## src/pcx_pkg.sv

```systemverilog
// Shared types and constants for the PCX RLE image decoder.
// Used by every module under src; depends on nothing.
package pcx_pkg;

  localparam int unsigned HDR_BYTES = 128;
  localparam int unsigned COL_W     = 10;
  localparam int unsigned LINE_W    = 9;
  localparam int unsigned RUN_W     = 6;
  localparam int unsigned CMD_DEPTH = 2;
  localparam int unsigned CMD_PTR_W = (CMD_DEPTH > 1) ? $clog2(CMD_DEPTH) : 1;

  // Header field offsets and expected values
  localparam logic [7:0] HDR_OFS_MANUF   = 8'd0;
  localparam logic [7:0] HDR_OFS_VERSION = 8'd1;
  localparam logic [7:0] HDR_OFS_ENCODE  = 8'd2;
  localparam logic [7:0] HDR_OFS_BPP     = 8'd3;
  localparam logic [7:0] HDR_OFS_XMAX_LO = 8'd8;
  localparam logic [7:0] HDR_OFS_XMAX_HI = 8'd9;
  localparam logic [7:0] HDR_OFS_YMAX_LO = 8'd10;
  localparam logic [7:0] HDR_OFS_YMAX_HI = 8'd11;
  localparam logic [7:0] HDR_OFS_LAST    = 8'(HDR_BYTES - 1);

  localparam logic [7:0] HDR_MANUF   = 8'h0A;
  localparam logic [7:0] HDR_VERSION = 8'd5;
  localparam logic [7:0] HDR_ENCODE  = 8'd1;
  localparam logic [7:0] HDR_BPP     = 8'd8;

  localparam logic [7:0] RUN_MARK = 8'hC0;
  localparam logic [7:0] RUN_MASK = 8'h3F;

  typedef struct packed {
    logic [7:0] data_byte;
    logic       start_of_file;
  } in_item_t;

  typedef struct packed {
    logic [7:0]        pixel;
    logic [COL_W-1:0]  column;
    logic [LINE_W-1:0] line;
    logic              run_end;
    logic              image_end;
    logic              bad_format;
  } out_item_t;

  typedef enum logic [1:0] {
    CMD_HDR = 2'd0,
    CMD_BAD = 2'd1,
    CMD_RUN = 2'd2
  } cmd_kind_t;

  // Work handed from the byte parser to the pixel expander
  typedef struct packed {
    cmd_kind_t         kind;
    logic [7:0]        value;
    logic [RUN_W-1:0]  count;
    logic [COL_W-1:0]  max_col;
    logic [LINE_W-1:0] max_line;
  } cmd_t;

endpackage

```

## src/pcx_front.sv

```systemverilog
// Byte parser: header check and run-count detection, emits commands.
// Depends on pcx_pkg.
module pcx_front import pcx_pkg::*; #(
  parameter int unsigned MAX_WIDTH  = 640,
  parameter int unsigned MAX_HEIGHT = 480
) (
  input  logic     clk,
  input  logic     rst_n,
  input  logic     in_push,
  input  in_item_t in_item,
  input  logic     cmd_full,
  output logic     in_full,
  output logic     cmd_push,
  output cmd_t     cmd
);

  localparam logic [15:0] MaxW = 16'(MAX_WIDTH);
  localparam logic [15:0] MaxH = 16'(MAX_HEIGHT);

  logic [7:0]       hdr_pos_r, hdr_pos_nxt;
  logic [15:0]      max_col_r, max_col_nxt;
  logic [15:0]      max_line_r, max_line_nxt;
  logic             hdr_ok_r, hdr_ok_nxt;
  logic             run_wait_r, run_wait_nxt;
  logic [RUN_W-1:0] run_len_r, run_len_nxt;

  logic       accept;
  logic [7:0] pos;
  logic [7:0] d;
  logic       ok;
  logic       rw;
  logic       final_ok;

  assign in_full = cmd_full;
  assign accept  = in_push & ~cmd_full;
  assign d       = in_item.data_byte;
  assign pos     = in_item.start_of_file ? 8'd0 : hdr_pos_r;
  assign ok      = in_item.start_of_file ? 1'b1 : hdr_ok_r;
  assign rw      = in_item.start_of_file ? 1'b0 : run_wait_r;

  always_comb begin
    hdr_pos_nxt  = hdr_pos_r;
    max_col_nxt  = max_col_r;
    max_line_nxt = max_line_r;
    hdr_ok_nxt   = hdr_ok_r;
    run_wait_nxt = run_wait_r;
    run_len_nxt  = run_len_r;
    cmd_push     = 1'b0;
    cmd          = '0;
    final_ok     = 1'b0;
    if (accept) begin
      hdr_ok_nxt   = ok;
      run_wait_nxt = rw;
      if (pos < 8'(HDR_BYTES)) begin
        case (pos)
          HDR_OFS_MANUF:   if (d != HDR_MANUF) hdr_ok_nxt = 1'b0;
          HDR_OFS_VERSION: if (d != HDR_VERSION) hdr_ok_nxt = 1'b0;
          HDR_OFS_ENCODE:  if (d != HDR_ENCODE) hdr_ok_nxt = 1'b0;
          HDR_OFS_BPP:     if (d != HDR_BPP) hdr_ok_nxt = 1'b0;
          HDR_OFS_XMAX_LO: max_col_nxt  = {max_col_r[15:8], d};
          HDR_OFS_XMAX_HI: max_col_nxt  = {d, max_col_r[7:0]};
          HDR_OFS_YMAX_LO: max_line_nxt = {max_line_r[15:8], d};
          HDR_OFS_YMAX_HI: max_line_nxt = {d, max_line_r[7:0]};
          default: ;
        endcase
        hdr_pos_nxt = pos + 8'd1;
        if (pos == HDR_OFS_LAST) begin
          final_ok = hdr_ok_nxt && !max_col_r[15] && (max_col_r < MaxW)
                     && !max_line_r[15] && (max_line_r < MaxH);
          hdr_ok_nxt   = final_ok;
          cmd_push     = 1'b1;
          cmd.kind     = final_ok ? CMD_HDR : CMD_BAD;
          cmd.max_col  = final_ok ? max_col_r[COL_W-1:0] : '0;
          cmd.max_line = final_ok ? max_line_r[LINE_W-1:0] : '0;
        end
      end else if (ok) begin
        if (rw) begin
          // value byte of a run; a zero-length run yields nothing
          run_wait_nxt = 1'b0;
          cmd_push     = (run_len_r != '0);
          cmd.kind     = CMD_RUN;
          cmd.value    = d;
          cmd.count    = run_len_r;
        end else if ((d & RUN_MARK) == RUN_MARK) begin
          run_wait_nxt = 1'b1;
          run_len_nxt  = RUN_W'(d & RUN_MASK);
        end else begin
          cmd_push  = 1'b1;
          cmd.kind  = CMD_RUN;
          cmd.value = d;
          cmd.count = RUN_W'(1);
        end
      end
    end
  end

  always_ff @(posedge clk) begin
    if (!rst_n) begin
      hdr_pos_r  <= '0;
      hdr_ok_r   <= 1'b1;
      run_wait_r <= 1'b0;
    end else begin
      hdr_pos_r  <= hdr_pos_nxt;
      hdr_ok_r   <= hdr_ok_nxt;
      run_wait_r <= run_wait_nxt;
    end
    max_col_r  <= max_col_nxt;
    max_line_r <= max_line_nxt;
    run_len_r  <= run_len_nxt;
  end

endmodule

```

## src/pcx_cmd_fifo.sv

```systemverilog
// Short command queue between the byte parser and the pixel expander.
// Depends on pcx_pkg.
module pcx_cmd_fifo import pcx_pkg::*; (
  input  logic clk,
  input  logic rst_n,
  input  logic push,
  input  cmd_t push_cmd,
  input  logic pop,
  output logic full,
  output logic empty,
  output cmd_t head
);

  localparam int unsigned CntW = $clog2(CMD_DEPTH + 1);

  cmd_t                 mem_r [CMD_DEPTH];
  logic [CMD_PTR_W-1:0] wr_ptr_r, wr_ptr_nxt;
  logic [CMD_PTR_W-1:0] rd_ptr_r, rd_ptr_nxt;
  logic [CntW-1:0]      cnt_r, cnt_nxt;
  logic                 do_push, do_pop;

  assign full    = (cnt_r == CntW'(CMD_DEPTH));
  assign empty   = (cnt_r == '0);
  assign head    = mem_r[rd_ptr_r];
  assign do_push = push & ~full;
  assign do_pop  = pop & ~empty;

  function automatic logic [CMD_PTR_W-1:0] ptr_inc(input logic [CMD_PTR_W-1:0] p);
    ptr_inc = (p == CMD_PTR_W'(CMD_DEPTH - 1)) ? '0 : p + 1'b1;
  endfunction

  always_comb begin
    wr_ptr_nxt = do_push ? ptr_inc(wr_ptr_r) : wr_ptr_r;
    rd_ptr_nxt = do_pop ? ptr_inc(rd_ptr_r) : rd_ptr_r;
    cnt_nxt    = cnt_r;
    if (do_push && !do_pop) begin
      cnt_nxt = cnt_r + 1'b1;
    end else if (do_pop && !do_push) begin
      cnt_nxt = cnt_r - 1'b1;
    end
  end

  always_ff @(posedge clk) begin
    if (!rst_n) begin
      wr_ptr_r <= '0;
      rd_ptr_r <= '0;
      cnt_r    <= '0;
    end else begin
      wr_ptr_r <= wr_ptr_nxt;
      rd_ptr_r <= rd_ptr_nxt;
      cnt_r    <= cnt_nxt;
    end
    if (do_push) begin
      mem_r[wr_ptr_r] <= push_cmd;
    end
  end

endmodule

```

## src/pcx_back.sv

```systemverilog
// Pixel expander: turns commands into positioned pixels, one per cycle while out_pop keeps the output free.
// Depends on pcx_pkg.
module pcx_back import pcx_pkg::*; (
  input  logic      clk,
  input  logic      rst_n,
  input  logic      cmd_empty,
  input  cmd_t      head,
  output logic      cmd_pop,
  output logic      out_empty,
  input  logic      out_pop,
  output out_item_t out_item
);

  logic [COL_W-1:0]  col_r, col_nxt;
  logic [LINE_W-1:0] line_r, line_nxt;
  logic [COL_W-1:0]  maxc_r, maxc_nxt;
  logic [LINE_W-1:0] maxl_r, maxl_nxt;
  logic              done_r, done_nxt;
  logic [RUN_W-1:0]  k_r, k_nxt;
  logic              ov_r, ov_nxt;
  out_item_t         out_r, out_nxt;

  logic take, adv, emit, last_col, last_cnt, last;

  assign out_empty = ~ov_r;
  assign out_item  = out_r;
  assign take      = ~ov_r | out_pop;
  assign adv       = ~cmd_empty & take;
  assign last_col  = (col_r == maxc_r);
  assign last_cnt  = ({1'b0, k_r} + 1'b1) == {1'b0, head.count};
  assign last      = last_col | last_cnt;

  always_comb begin
    col_nxt  = col_r;
    line_nxt = line_r;
    maxc_nxt = maxc_r;
    maxl_nxt = maxl_r;
    done_nxt = done_r;
    k_nxt    = k_r;
    out_nxt  = out_r;
    emit     = 1'b0;
    cmd_pop  = 1'b0;
    if (adv) begin
      case (head.kind)
        CMD_HDR: begin
          maxc_nxt = head.max_col;
          maxl_nxt = head.max_line;
          col_nxt  = '0;
          line_nxt = '0;
          done_nxt = 1'b0;
          k_nxt    = '0;
          cmd_pop  = 1'b1;
        end
        CMD_BAD: begin
          emit               = 1'b1;
          out_nxt            = '0;
          out_nxt.bad_format = 1'b1;
          done_nxt           = 1'b1;
          cmd_pop            = 1'b1;
        end
        CMD_RUN: begin
          if (done_r) begin
            // drop everything past the last row
            cmd_pop = 1'b1;
          end else begin
            emit               = 1'b1;
            out_nxt.pixel      = head.value;
            out_nxt.column     = col_r;
            out_nxt.line       = line_r;
            out_nxt.run_end    = last;
            out_nxt.image_end  = last_col && (line_r == maxl_r);
            out_nxt.bad_format = 1'b0;
            if (last_col) begin
              col_nxt = '0;
              if (line_r == maxl_r) begin
                done_nxt = 1'b1;
              end else begin
                line_nxt = line_r + 1'b1;
              end
            end else begin
              col_nxt = col_r + 1'b1;
            end
            k_nxt   = last ? '0 : k_r + 1'b1;
            cmd_pop = last;
          end
        end
        default: begin
          cmd_pop = 1'b1;
        end
      endcase
    end
    ov_nxt = take ? emit : ov_r;
  end

  always_ff @(posedge clk) begin
    if (!rst_n) begin
      col_r  <= '0;
      line_r <= '0;
      done_r <= 1'b0;
      k_r    <= '0;
      ov_r   <= 1'b0;
    end else begin
      col_r  <= col_nxt;
      line_r <= line_nxt;
      done_r <= done_nxt;
      k_r    <= k_nxt;
      ov_r   <= ov_nxt;
    end
    maxc_r <= maxc_nxt;
    maxl_r <= maxl_nxt;
    if (take && emit) begin
      out_r <= out_nxt;
    end
  end

endmodule

```

## src/pcx_rle_image_decoder_top.sv

```systemverilog
// PCX 8-bit RLE image decoder, top level.
// Depends on pcx_pkg, pcx_front, pcx_cmd_fifo and pcx_back.
//
// Usage:
//   Input queue: drive in_item (one file byte plus a start_of_file mark) and
//   raise in_push; the word is taken at a clock edge where in_full is low.
//   The first 128 bytes after reset or after a start_of_file mark form the
//   header; byte 127 closes the check and, if it fails, yields one word with
//   bad_format set and all other fields zero.
//   Result queue: while out_empty is low, out_item holds the oldest pixel with
//   its column and line, run_end on the last pixel caused by one input byte
//   and image_end on the final pixel; it is taken at an edge where out_pop
//   is high.
// Timing:
//   At the edge that takes a byte, the parser writes its command into the
//   command queue; the expander then moves each pixel into the output
//   register. Literal pixel bytes flow at one byte per cycle while out_pop
//   keeps the output register free. A run yields one pixel per cycle on
//   the same terms; the command queue fills behind it and then in_full holds
//   the input. A passing header close uses the expander but emits no pixel.
// Reset and stall:
//   rst_n (synchronous, active low) empties both queues and restarts the
//   header parse. A stalled receiver holds the output word; the expander
//   and then the input side hold until out_pop frees the output register.
module pcx_rle_image_decoder_top import pcx_pkg::*; #(
  parameter int unsigned MAX_WIDTH  = 640,
  parameter int unsigned MAX_HEIGHT = 480
) (
  input  logic      clk,
  input  logic      rst_n,
  input  logic      in_push,
  input  in_item_t  in_item,
  output logic      in_full,
  output logic      out_empty,
  input  logic      out_pop,
  output out_item_t out_item
);

  // front to queue
  logic cmd_push;
  cmd_t cmd_in;
  logic cmd_full;

  // queue to back
  logic cmd_empty;
  logic cmd_pop;
  cmd_t cmd_head;

  // Parse header and bytes, classify into commands
  pcx_front #(
    .MAX_WIDTH  (MAX_WIDTH),
    .MAX_HEIGHT (MAX_HEIGHT)
  ) u_front (
    .clk      (clk),
    .rst_n    (rst_n),
    .in_push  (in_push),
    .in_item  (in_item),
    .cmd_full (cmd_full),
    .in_full  (in_full),
    .cmd_push (cmd_push),
    .cmd      (cmd_in)
  );

  // Decouple parser from expander so each can stall on its own
  pcx_cmd_fifo u_cmd_fifo (
    .clk      (clk),
    .rst_n    (rst_n),
    .push     (cmd_push),
    .push_cmd (cmd_in),
    .pop      (cmd_pop),
    .full     (cmd_full),
    .empty    (cmd_empty),
    .head     (cmd_head)
  );

  // Expand runs into pixels, track position, clip at row end
  pcx_back u_back (
    .clk       (clk),
    .rst_n     (rst_n),
    .cmd_empty (cmd_empty),
    .head      (cmd_head),
    .cmd_pop   (cmd_pop),
    .out_empty (out_empty),
    .out_pop   (out_pop),
    .out_item  (out_item)
  );

endmodule

```

## config.mk

```make
export PLATFORM = sky130hd
export DESIGN_NAME = pcx_rle_image_decoder_top
export DESIGN_NICKNAME = d
export VERILOG_FILES = /design/src/pcx_pkg.sv /design/src/pcx_front.sv /design/src/pcx_cmd_fifo.sv /design/src/pcx_back.sv /design/src/pcx_rle_image_decoder_top.sv
export SDC_FILE = /design/constraint.sdc
export NUM_CORES = 1
export LEC_CHECK = 0
export ABC_AREA = 0
export ABC_CLOCK_PERIOD_IN_PS = 8200
export BUFFER_PORTS_ARGS = -buffer_cell sky130_fd_sc_hd__buf_2
export CELL_PAD_IN_SITES_DETAIL_PLACEMENT = 0
export CELL_PAD_IN_SITES_GLOBAL_PLACEMENT = 2
export CORE_ASPECT_RATIO = 2
export CORE_MARGIN = 3
export CORE_UTILIZATION = 43
export DETAILED_ROUTE_END_ITERATION = 10
export GPL_TIMING_DRIVEN = 0
export PLACE_DENSITY_LB_ADDON = 0.2
export SLEW_MARGIN = 20
export SYNTH_ARGS = -nofsm -noshare
export SYNTH_HDL_FRONTEND = slang
export SYNTH_SLANG_ARGS = --single-unit
```

## constraint.sdc

```tcl
create_clock -name clk -period 8.2 [get_ports clk]
set_input_delay 0.41 -clock clk [delete_from_list [all_inputs] [get_ports clk]]
set_output_delay 0.41 -clock clk [all_outputs]
set_load 0.01 [all_outputs]
```

==> Word level (Yosys, flattened, before mapping) <==
Memory sizes are Yosys's and may differ from the RTL's. A register that Yosys moved wholly into a read port is not among the register bits.
Cells that the tools add are included.
{ "word_totals": {"elab_cells": 171, "mem_bits_ro": 0, "in_bits": 13, "n_memories": 1, "regBits": 128, "mem_bits_rw": 70, "latchBits": 0} }
{ "memory_table": {"columns": ["name", "words", "width", "read_ports", "rd_clocked_by_memory_dff", "write_ports", "line_no", "text"], "rows": [
  ["u_cmd_fifo.mem_r", 2, 35, 1, 1, 1, "pcx_cmd_fifo.sv:16", "cmd_t mem_r [CMD_DEPTH];"]
]} }
{ "op_classes": {"shift": 0, "n_eq_ne": 22, "mux": 66, "div": 0, "order_cmp": 3, "n_addsub": 9, "n_bitwise": 15, "reduce_logical": 31, "n_mul": 0} }
{ "op_table": {"columns": ["op", "n"], "rows": [
  ["16-bit one-hot mux with 2 select lines", 2],
  ["30-bit one-hot mux with 2 select lines", 1],
  ["16-bit 2-to-1 mux", 3],
  ["19-bit 2-to-1 mux", 2],
  ["9-bit 2-to-1 mux", 4],
  ["1-bit 2-to-1 mux", 35],
  ["35-bit 2-to-1 mux", 1],
  ["8-bit by 4-bit == test with 1-bit output, second input constant", 4],
  ["10-bit 2-to-1 mux", 3],
  ["30-bit 2-to-1 mux", 1],
  ["10-bit one-hot mux with 2 select lines", 1],
  ["4-bit AND reduction", 5],
  ["9-bit one-hot mux with 2 select lines", 1],
  ["8-bit by 2-bit == test with 1-bit output, second input constant", 2],
  ["16-bit by 10-bit less-than comparator with 1-bit output, second input constant", 1],
  ["16-bit by 9-bit less-than comparator with 1-bit output, second input constant", 1],
  ["8-bit by 4-bit != test with 1-bit output, second input constant", 2],
  ["14-bit 2-to-1 mux", 1],
  ["6-bit 2-to-1 mux", 2],
  ["6-bit one-hot mux with 2 select lines", 1],
  ["10-bit by 1-bit adder with 10-bit output, second input constant", 1],
  ["10-bit == test", 1],
  ["5-bit AND reduction", 2],
  ["9-bit by 1-bit adder with 9-bit output, second input constant", 1],
  ["34 further kinds", 68]
]} }

==> Depth between registers and ports, before layout <==
Gate-level depths: netlist of run 1.
{ "depth": {"word_depth": 13, "ltp_mapped": 14, "mapped_depth_nobuf": 13} }

==> By module <==
A second synthesis of run 1 with hierarchy kept.
{ "unflattened": {"cells_unflattened": 641, "hier_area_um2": 8615.8} }
{ "by_module_without_submodules": {"columns": ["mod", "cells_each", "area_per_inst_um2", "instances"], "rows": [
  ["pcx_back", 293, 3428.3, 1],
  ["pcx_cmd_fifo", 134, 2757.6, 1],
  ["pcx_front", 214, 2429.8, 1]
]} }

==> Worst setup path after synthesis of run 1 <==
OpenSTA, ideal clock, no wires.
{ "synth_timing": {"kind": "input port to flip-flop", "startpoint": "input port in_item[0] (netlist bit)", "endpoint": "memory u_cmd_fifo.mem_r[0][0] (netlist bit), enable pin", "arrival_time_ps": 3756, "path_buffers": 2, "setup_slack_ps": 4016, "cell_stages": 9, "setup_time_ps": 427, "required_ps": 7773, "path_cell_list": "buf_6 > clkbuf_1 > nor2b_1 > ha_1 > nand3_2 > nor4b_4 > or4b_4 > a21boi_2 > nor2_1"} }
{ "synth_between": {"elab_chain_len": 8} }
{ "synth_rtl": {"columns": ["element", "line_no", "text"], "rows": [
  ["start, declared", "pcx_rle_image_decoder_top.sv:32", "input in_item_t in_item,"],
  ["branches (longest 3 deep; another with 8-bit less-than comparator)", null, null],
  ["1-bit 2-to-1 mux (*)", "pcx_front.sv:54", "if (pos < 8'(HDR_BYTES)) begin"],
  ["1-bit 2-to-1 mux (*)", "pcx_front.sv:51", "if (accept) begin"],
  ["1-bit bitwise AND (*)", "pcx_cmd_fifo.sv:25", "assign do_push = push & ~full;"],
  ["1-bit 2-to-1 mux (*)", "pcx_cmd_fifo.sv:53", "if (do_push) begin"],
  ["1-bit 2-to-1 mux (not written as such) (*)", "pcx_cmd_fifo.sv:54", "mem_r[wr_ptr_r] <= push_cmd;"],
  ["end, declared", "pcx_cmd_fifo.sv:16", null]
]} }
Every way passes the cells marked *.

==> metrics.yaml, run 1 <==
clock_network:
  hold_buffers: 0
  cts_sinks: 199
  clk_pin_slew_ns: 0.07
  cts_resized: 0
  cts_tree: "yes"
  root_buffer: "clkbuf_16"
  clockBufferDepth: 2
  cts_setup_buffers: 0
  cts_htree_levels: 4
  clk_latency_ns: 0.43
  cts_inserted_buffers: 17
finish:
  nNetsFinal: 742
  seqCellArea_um2: 5560
  layout-drive-gt1-share_pct: 20.5
  fill_cells: 1815
  area_delta_synth_final_pct: 13.9
  multi_input_area_um2: 3010
  n_antenna_cell: 0
global_route:
  met2_usage_pct: 33.5
  grt.busiest_layer: "met2"
  use_met3_pct: 3.12
  antenna_found_initial: 0
  met1_usage_pct: 16.4
  gr-total-overflow: 0
  grt_pass1_wl_um: 28400
  grt.total_usage_pct: 16.9
  grt_max_degree: 28
  grt_pass1_vias: 5465
sta:
  setup_violations: 0
  fin_crit_sh_pct: 44.4
  max_clock_freq_ghz: 0.275
  period_minus_slack_ns: 3.64
  finClkSkew_ns: 0.0119
  worst_slew_pin_slew_ns: 0.912
  rsz0062_at_grt: "no"
  tns_ns: 0
  hold_viol: 0
  relSlewSlack_pct: 38.4
  final_max_slew_viol_count: 0
setup_path:
  path_class: "flip-flop to flip-flop"
  cp_slowest_cell: "a21oi_4"
  cp-end-kind: "flip-flop"
  cp_slowest_stage_delay_ns: 0.50
  cp_cell_sequence: "buf_4 -> clkbuf_1 -> buf_2 -> mux2i_1 -> inv_1 -> ha_1 -> clkbuf_1 -> clkbuf_1 -> a21oi_4 -> buf_16"
  worst-r2r-cell-count: 10
  r2r_end: "u_back.out_item[25]"
  cp.required_ns: 8.34
  worst-path-max-fanout: 17
  path_common_cell: "clkbuf_1"
  cp.arrival_ns: 3.78
  rrSetupSlack_ns: 4.56
  crit_family: "buffers and inverters"
  cp-start-kind: "flip-flop"
  critPathBufInv: 7
logic_synthesis:
  netlist-cell-type-count: 71
  synth_edf_count: 157
  synthCells: 653
  synth-async-reset-ratio_pct: 0
  syn_area_um2: 8700
  synth_ff_type: "edfxtp_1"
  synth-seq-area-share_pct: 63.9
  synth.avg_cell_area_um2: 13.3
  synth_seq_cells: 199
  ys_warn_count: 0
  synth_fp_nets: 677
floorplan:
  rows: 73
  die_area_um2: 22100
  die_h_um: 207
  core_area_um2: 19900
  ios: 45
  start_util_pct: 43.7
  dieWidth_um: 107
power_and_ir_drop:
  total_power_mw: 1.89
  max-vdd-ir-drop_mv: 0.124
  p_leak_nw: 3.33
  cellPowerDensity_nw_per_um2: 191
hold_path:
  hold_depth: 1
  hold_path.class: "input port to flip-flop"
  min_from: "in_item[1]"
  hold_end: "u_front.run_len_r[0]"
run_status:
  outcome: "completed"
detailed_routing:
  drt_iter0_drc: 211
  via_count: 5225
  drt_wl_total_um: 17700
  drc: 0
  wl_per_cell_um: 17.8
  viasPerCell: 5.26
  ant_nets: 0
  firstDrtPassIters: 6
placement:
  dp_hpwl_um: 13600
  port-buffer-count: 43
  place_congestion: 0.794
flow_run:
  cap_violations: 0
cell usage in the layout, fill, tap and decap left out, types with 10 or more instances in the layout:
cell type	Yosys	routed
nor2_1	45	44
nand2_1	27	27
xnor2_1	17	17
clkbuf_16	0	17
dfxtp_1	42	42
mux2_2	22	22
ha_1	11	11
clkbuf_1	16	17
buf_2	2	45
inv_1	13	13
a21oi_1	18	17
o21ai_0	12	12
and3_1	38	38
edfxtp_1	157	157
nor3_1	12	10
xor2_1	15	15
and2_1	48	48
nand3_1	14	14
mux2i_1	19	19
a31oi_1	13	13
registers in the layout (all words and copies together), names as in the netlist, named ones only:
name                 count
u_back.done_r            1
u_front.max_line_r      16
u_front.run_len_r        6
u_cmd_fifo.mem_r        70
u_back.line_r            9
u_cmd_fifo.rd_ptr_r      1
u_back.maxl_r            9
u_front.hdr_ok_r         1
u_back.k_r               6
u_front.run_wait_r       1
u_back.ov_r              1
u_cmd_fifo.wr_ptr_r      1
u_cmd_fifo.cnt_r         2
u_front.hdr_pos_r        8
u_back.col_r            10
u_back.out_item         30
u_back.maxc_r           10
u_front.max_col_r       16
stage by stage:
stage	std cells	hold WS (ns)	cell area (um^2)	util [%]	setup WS, ns
detailed placement	961	0.478	9340	46.9	4.47
finish	993	0.338	9910	49.7	4.56
global placement	958	0.464	9240	46.4	3.01
floorplan	653	0.456	8700	-	4.02
global route	993	0.311	9910	49.7	4.22
CTS	993	0.322	9900	49.7	4.45
power by group:
part           switching [mW]  internal, mW
Sequential            0.00125          1.08
Combinational          0.0244        0.0100
Clock                   0.359         0.420
Yosys cell counts (2+ instances only):
library cell	number	area share [%]
nor4b_1	3	0.30
and3_1	38	2.7
nor3_1	12	0.69
nand2b_1	6	0.43
buf_6	3	0.39
nand3_1	14	0.81
edfxtp_1	157	54
buf_2	2	0.12
a31oi_1	13	0.94
xnor2_1	17	1.7
buf_4	2	0.17
nor3_2	3	0.35
ha_1	11	1.6
a21oi_1	18	1.0
clkbuf_1	16	0.69
mux2i_1	19	2.2
nor4_2	2	0.29
xor2_1	15	1.5
dfxtp_1	42	9.7
nor4_1	4	0.29
nand4_1	6	0.43
o21a_1	3	0.26
nand3_2	2	0.23
o21bai_1	2	0.17
o221a_2	3	0.39
and2_1	48	3.5
or3_1	3	0.22
and3_2	9	0.78
nor4b_4	2	0.55
nand3b_1	6	0.52
a31o_2	5	0.50
o211a_1	6	0.69
mux2_2	22	2.8
nor4bb_1	2	0.23
o21ai_0	12	0.69
inv_1	13	0.56
nor2_1	45	1.9
or4_1	3	0.26
nand2_1	27	1.2
nor2b_1	5	0.36
a21o_1	2	0.17
cells by family (layout without fill, tap and decap cells):
| kind of cell | count (synthesis) | in the layout | share of synthesized area, % |
|---|---|---|---|
| AO/OA/AOI/OAI | 78 | 78 | 6.42 |
| XOR/XNOR | 33 | 33 | 3.48 |
| buffers and inverters | 39 | 117 | 2.07 |
| multiplexers | 41 | 41 | 5.04 |
| AND/OR/NAND/NOR | 252 | 252 | 17.5 |
| adder cells (fa/ha/maj) | 11 | 11 | 1.58 |
| flip-flops | 199 | 199 | 63.9 |
worst register-to-register path, stage by stage, from the launching register on:
cell	delay (ns)
dfxtp_1	0.32
buf_4	0.18
clkbuf_1	0.44
buf_2	0.40
mux2i_1	0.36
inv_1	0.10
ha_1	0.28
clkbuf_1	0.25
clkbuf_1	0.28
a21oi_4	0.51
buf_16	0.22
layer usage:
layer | share of wire [%] | up-vias
met5 | 0 | -
met4 | 3.2 | 0
met3 | 2.7 | 31
met2 | 60 | 127
met1 | 34 | 2513
li1 | - | 2554
final cells by class:
class | count | area share (%)
Timing Repair Buffer | 46 | 2.85
Multi-Input combinational cell | 415 | 30.4
Inverter | 14 | 0.531
Buffer | 25 | 1.29
Tap cell | 262 | 3.31
Sequential cell | 199 | 56.1
Clock buffer | 18 | 4.33
Clock inverter | 14 | 1.24
worst max-delay path by stage:
stage	startpoint	end	slack, ns	cells after the start
global placement	in_item[0]	u_cmd_fifo.mem_r[0][26]	3.01	9
floorplan	in_item[0]	u_cmd_fifo.mem_r[0][0]	4.02	9
detailed placement	flip-flop	u_back.out_item[25]	4.47	10
global route	flip-flop	u_back.out_item[26]	4.22	10
finish	flip-flop	u_back.out_item[25]	4.56	10
CTS	flip-flop	u_back.out_item[23]	4.45	10
Power figures use the tool's default switching activity.
==> run 2, diff against run 1 <==
--- a/config.mk
+++ b/config.mk
@@ -6,13 +6,13 @@
 export NUM_CORES = 1
 export LEC_CHECK = 0
 export ABC_AREA = 0
-export ABC_CLOCK_PERIOD_IN_PS = 8200
+export ABC_CLOCK_PERIOD_IN_PS = 3100
 export BUFFER_PORTS_ARGS = -buffer_cell sky130_fd_sc_hd__buf_2
 export CELL_PAD_IN_SITES_DETAIL_PLACEMENT = 0
 export CELL_PAD_IN_SITES_GLOBAL_PLACEMENT = 2
 export CORE_ASPECT_RATIO = 2
 export CORE_MARGIN = 3
-export CORE_UTILIZATION = 43
+export CORE_UTILIZATION = 39
 export DETAILED_ROUTE_END_ITERATION = 10
 export GPL_TIMING_DRIVEN = 0
 export PLACE_DENSITY_LB_ADDON = 0.2
==> constraint.sdc (replaced) <==
create_clock -name clk -period 3.1 [get_ports clk]
set_input_delay 0.155 -clock clk [delete_from_list [all_inputs] [get_ports clk]]
set_output_delay 0.155 -clock clk [all_outputs]
set_load 0.01 [all_outputs]
==> metrics.yaml, run 2 (synthesis results as in run 1) <==
setup_path:
  rrSetupSlack_ns: 0.19
  cp-end-kind: "flip-flop"
  cp_cell_sequence: "nand2_1 -> inv_1 -> ha_4 -> nand3_2 -> nor4b_4 -> or4b_4 -> a21boi_4 -> inv_2 -> ha_1 -> or3_1 -> a21oi_1"
  r2r_end: "u_cmd_fifo.cnt_r[1]"
  cp-start-kind: "flip-flop"
  cp_slowest_stage_delay_ns: 0.55
  cp.required_ns: 3.47
  worst-r2r-cell-count: 11
  cp.arrival_ns: 3.28
  r2r-start: "u_front.hdr_pos_r[1]"
  crit_path_start: "u_front.hdr_pos_r[1]"
  endpoint: "u_cmd_fifo.cnt_r[1]"
  cp_slowest_cell: "or4b_4"
  path_class: "flip-flop to flip-flop"
  worst-path-max-fanout: 7
clock_network:
  cts_tree: "yes"
  cts_inserted_buffers: 17
  root_buffer: "clkbuf_16"
  clk_pin_slew_ns: 0.08
  clockBufferDepth: 2
  clk_latency_ns: 0.45
  cts_sinks: 199
  cts_htree_levels: 4
finish:
  mostFrequentLayoutCells: "edfxtp_1 (157), and2_1 (47), nor2_1 (44), buf_2 (44), dfxtp_1 (41)"
  nNetsFinal: 743
  largest_reg_flops: 70
  final_common_cell: "edfxtp_1"
  final_cells: 1005
  layout-drive-gt1-share_pct: 22.5
  top_register: "u_cmd_fifo.mem_r"
  area_delta_synth_final_pct: 15.5
  n_antenna_cell: 0
  fill_cells: 1988
  final_area_um2: 10000
global_route:
  grt.total_usage_pct: 15.9
  antenna_found_initial: 0
  grt_pass1_vias: 5407
  grt_max_degree: 21
  gr-total-overflow: 0
  grt_pass1_wl_um: 29400
detailed_routing:
  wl_met1_um: 6360
  top_layer: "met4"
  met2_length_um: 10900
  drt_wl_total_um: 18400
  viasPerCell: 5.21
  ant_nets: 0
  firstDrtPassIters: 5
  via_count: 5232
  wl_per_cell_um: 18.3
  drt_iter0_drc: 219
  drc: 0
  dr_wl_met3_um: 529
sta:
  hold_viol: 0
  max_clock_freq_ghz: 0.344
  tns_ns: 0
  final_max_slew_viol_count: 0
  rsz0062_at_grt: "no"
  finClkSkew_ns: 0.0136
  setup_violations: 0
  period_minus_slack_ns: 2.91
  relSlewSlack_pct: 38.4
  worst_slew_pin_slew_ns: 0.911
  fin_crit_sh_pct: 93.8
  setup_slack_ns: 0.192
flow_run:
  cap_violations: 0
floorplan:
  core_area_um2: 21800
  ios: 45
  dieWidth_um: 112
  start_util_pct: 39.9
  die_h_um: 217
  rows: 76
  die_area_um2: 24200
power_and_ir_drop:
  pwr-share-seq_pct: 55.3
  max-vdd-ir-drop_mv: 0.279
  clkPwrFrac_pct: 42.9
  comb_power_share_pct: 1.8
  p_leak_nw: 3.36
  intPower_mw: 4.04
  switchingPower_mw: 1.11
  cellPowerDensity_nw_per_um2: 512
  p_sw_share_pct: 21.5
hold_path:
  hold_path.class: "input port to flip-flop"
placement:
  place_congestion: 0.806
  dp_hpwl_um: 13800
  dp.cells: 969
  place_ws_ns: -0.801
  post_dp_cell_area_um2: 9290
  port-buffer-count: 43
run_status:
  outcome: "completed"
==> run 2: cell count changes in the layout (fill, tap and decap cells not counted), sizes merged <==
cell      change
clkbuf        -1
a21oi         +1
clkinvlp      -1
nor2b         +1
inv           +1
nor2          +1
buf           -1
==> run 2: per-stage QoR <==
stage	hold slack [ns]	utilization [%]	power [mW]
2_1_floorplan	0.254	-	2.95
3_3_place_gp	0.464	42.6	3.00
3_5_place_dp	0.506	42.7	3.00
4_1_cts	0.0469	45.9	5.20
5_1_grt	0.0528	46.1	5.34
6_report	0.0749	46.1	5.14
==> run 2: worst min-delay path by stage <==
stage / from / endpoint / depth (start not counted)
after global routing: in_item[1] / u_front.run_len_r[0] / 1
after global placement: u_cmd_fifo.rd_ptr_r / u_cmd_fifo.rd_ptr_r / 2
final: in_item[1] / u_front.run_len_r[0] / 1
after CTS: in_item[1] / u_front.run_len_r[0] / 1
after floorplan: in_item[1] / u_front.run_len_r[0] / 0
after detailed placement: u_cmd_fifo.rd_ptr_r / u_cmd_fifo.rd_ptr_r / 2
==> run 2: critical path: cells and delay by family, from the launching register on <==
family                   cells  cell delay [ns]
buffers and inverters        2             0.24
AO/OA/AOI/OAI                2             0.35
flip-flops                   1             0.39
adder cells (fa/ha/maj)      2             0.46
AND/OR/NAND/NOR              5             1.41
==> run 2: power groups by stage <==
stage	clock network (mW)	logic (mW)	registers, mW
final	2.20	0.0932	2.85
after global routing	2.39	0.102	2.85
after CTS	2.26	0.0946	2.85
after detailed placement	0	0.0917	2.91
after global placement	0	0.0895	2.91
after floorplan	0	0.0447	2.91
==> run 2: metal layers <==
| metal | GRT usage [%] | up-vias |
|---|---|---|
| met5 | 0 | - |
| met4 | 8.08 | 0 |
| met3 | 3.20 | 42 |
| met2 | 31.3 | 124 |
| met1 | 15.3 | 2508 |
| li1 | - | 2558 |
==> run 2: cell type report <==
| type | count | area (um^2) | area share (%) |
|---|---|---|---|
| plain buffers | 24 | 134 | 1.33 |
| clock buffers | 18 | 439 | 4.37 |
| clock inverters | 14 | 159 | 1.58 |
| inverters | 14 | 52.6 | 0.523 |
| multi-input cells | 418 | 3100 | 30.9 |
| flip-flops and latches | 199 | 5560 | 55.3 |
| well taps | 273 | 342 | 3.40 |
| repair buffers | 45 | 255 | 2.54 |
==> run 2: what timing repair did <==
action | 4_1_cts | 5_1_grt
buffers inserted | 1 | 1
gates cloned | 3 | 0
hold buffers | 0 | 0
pin swaps | 3 | 1
setup endpoints to repair | 173 | 55
resized for setup | 12 | 10
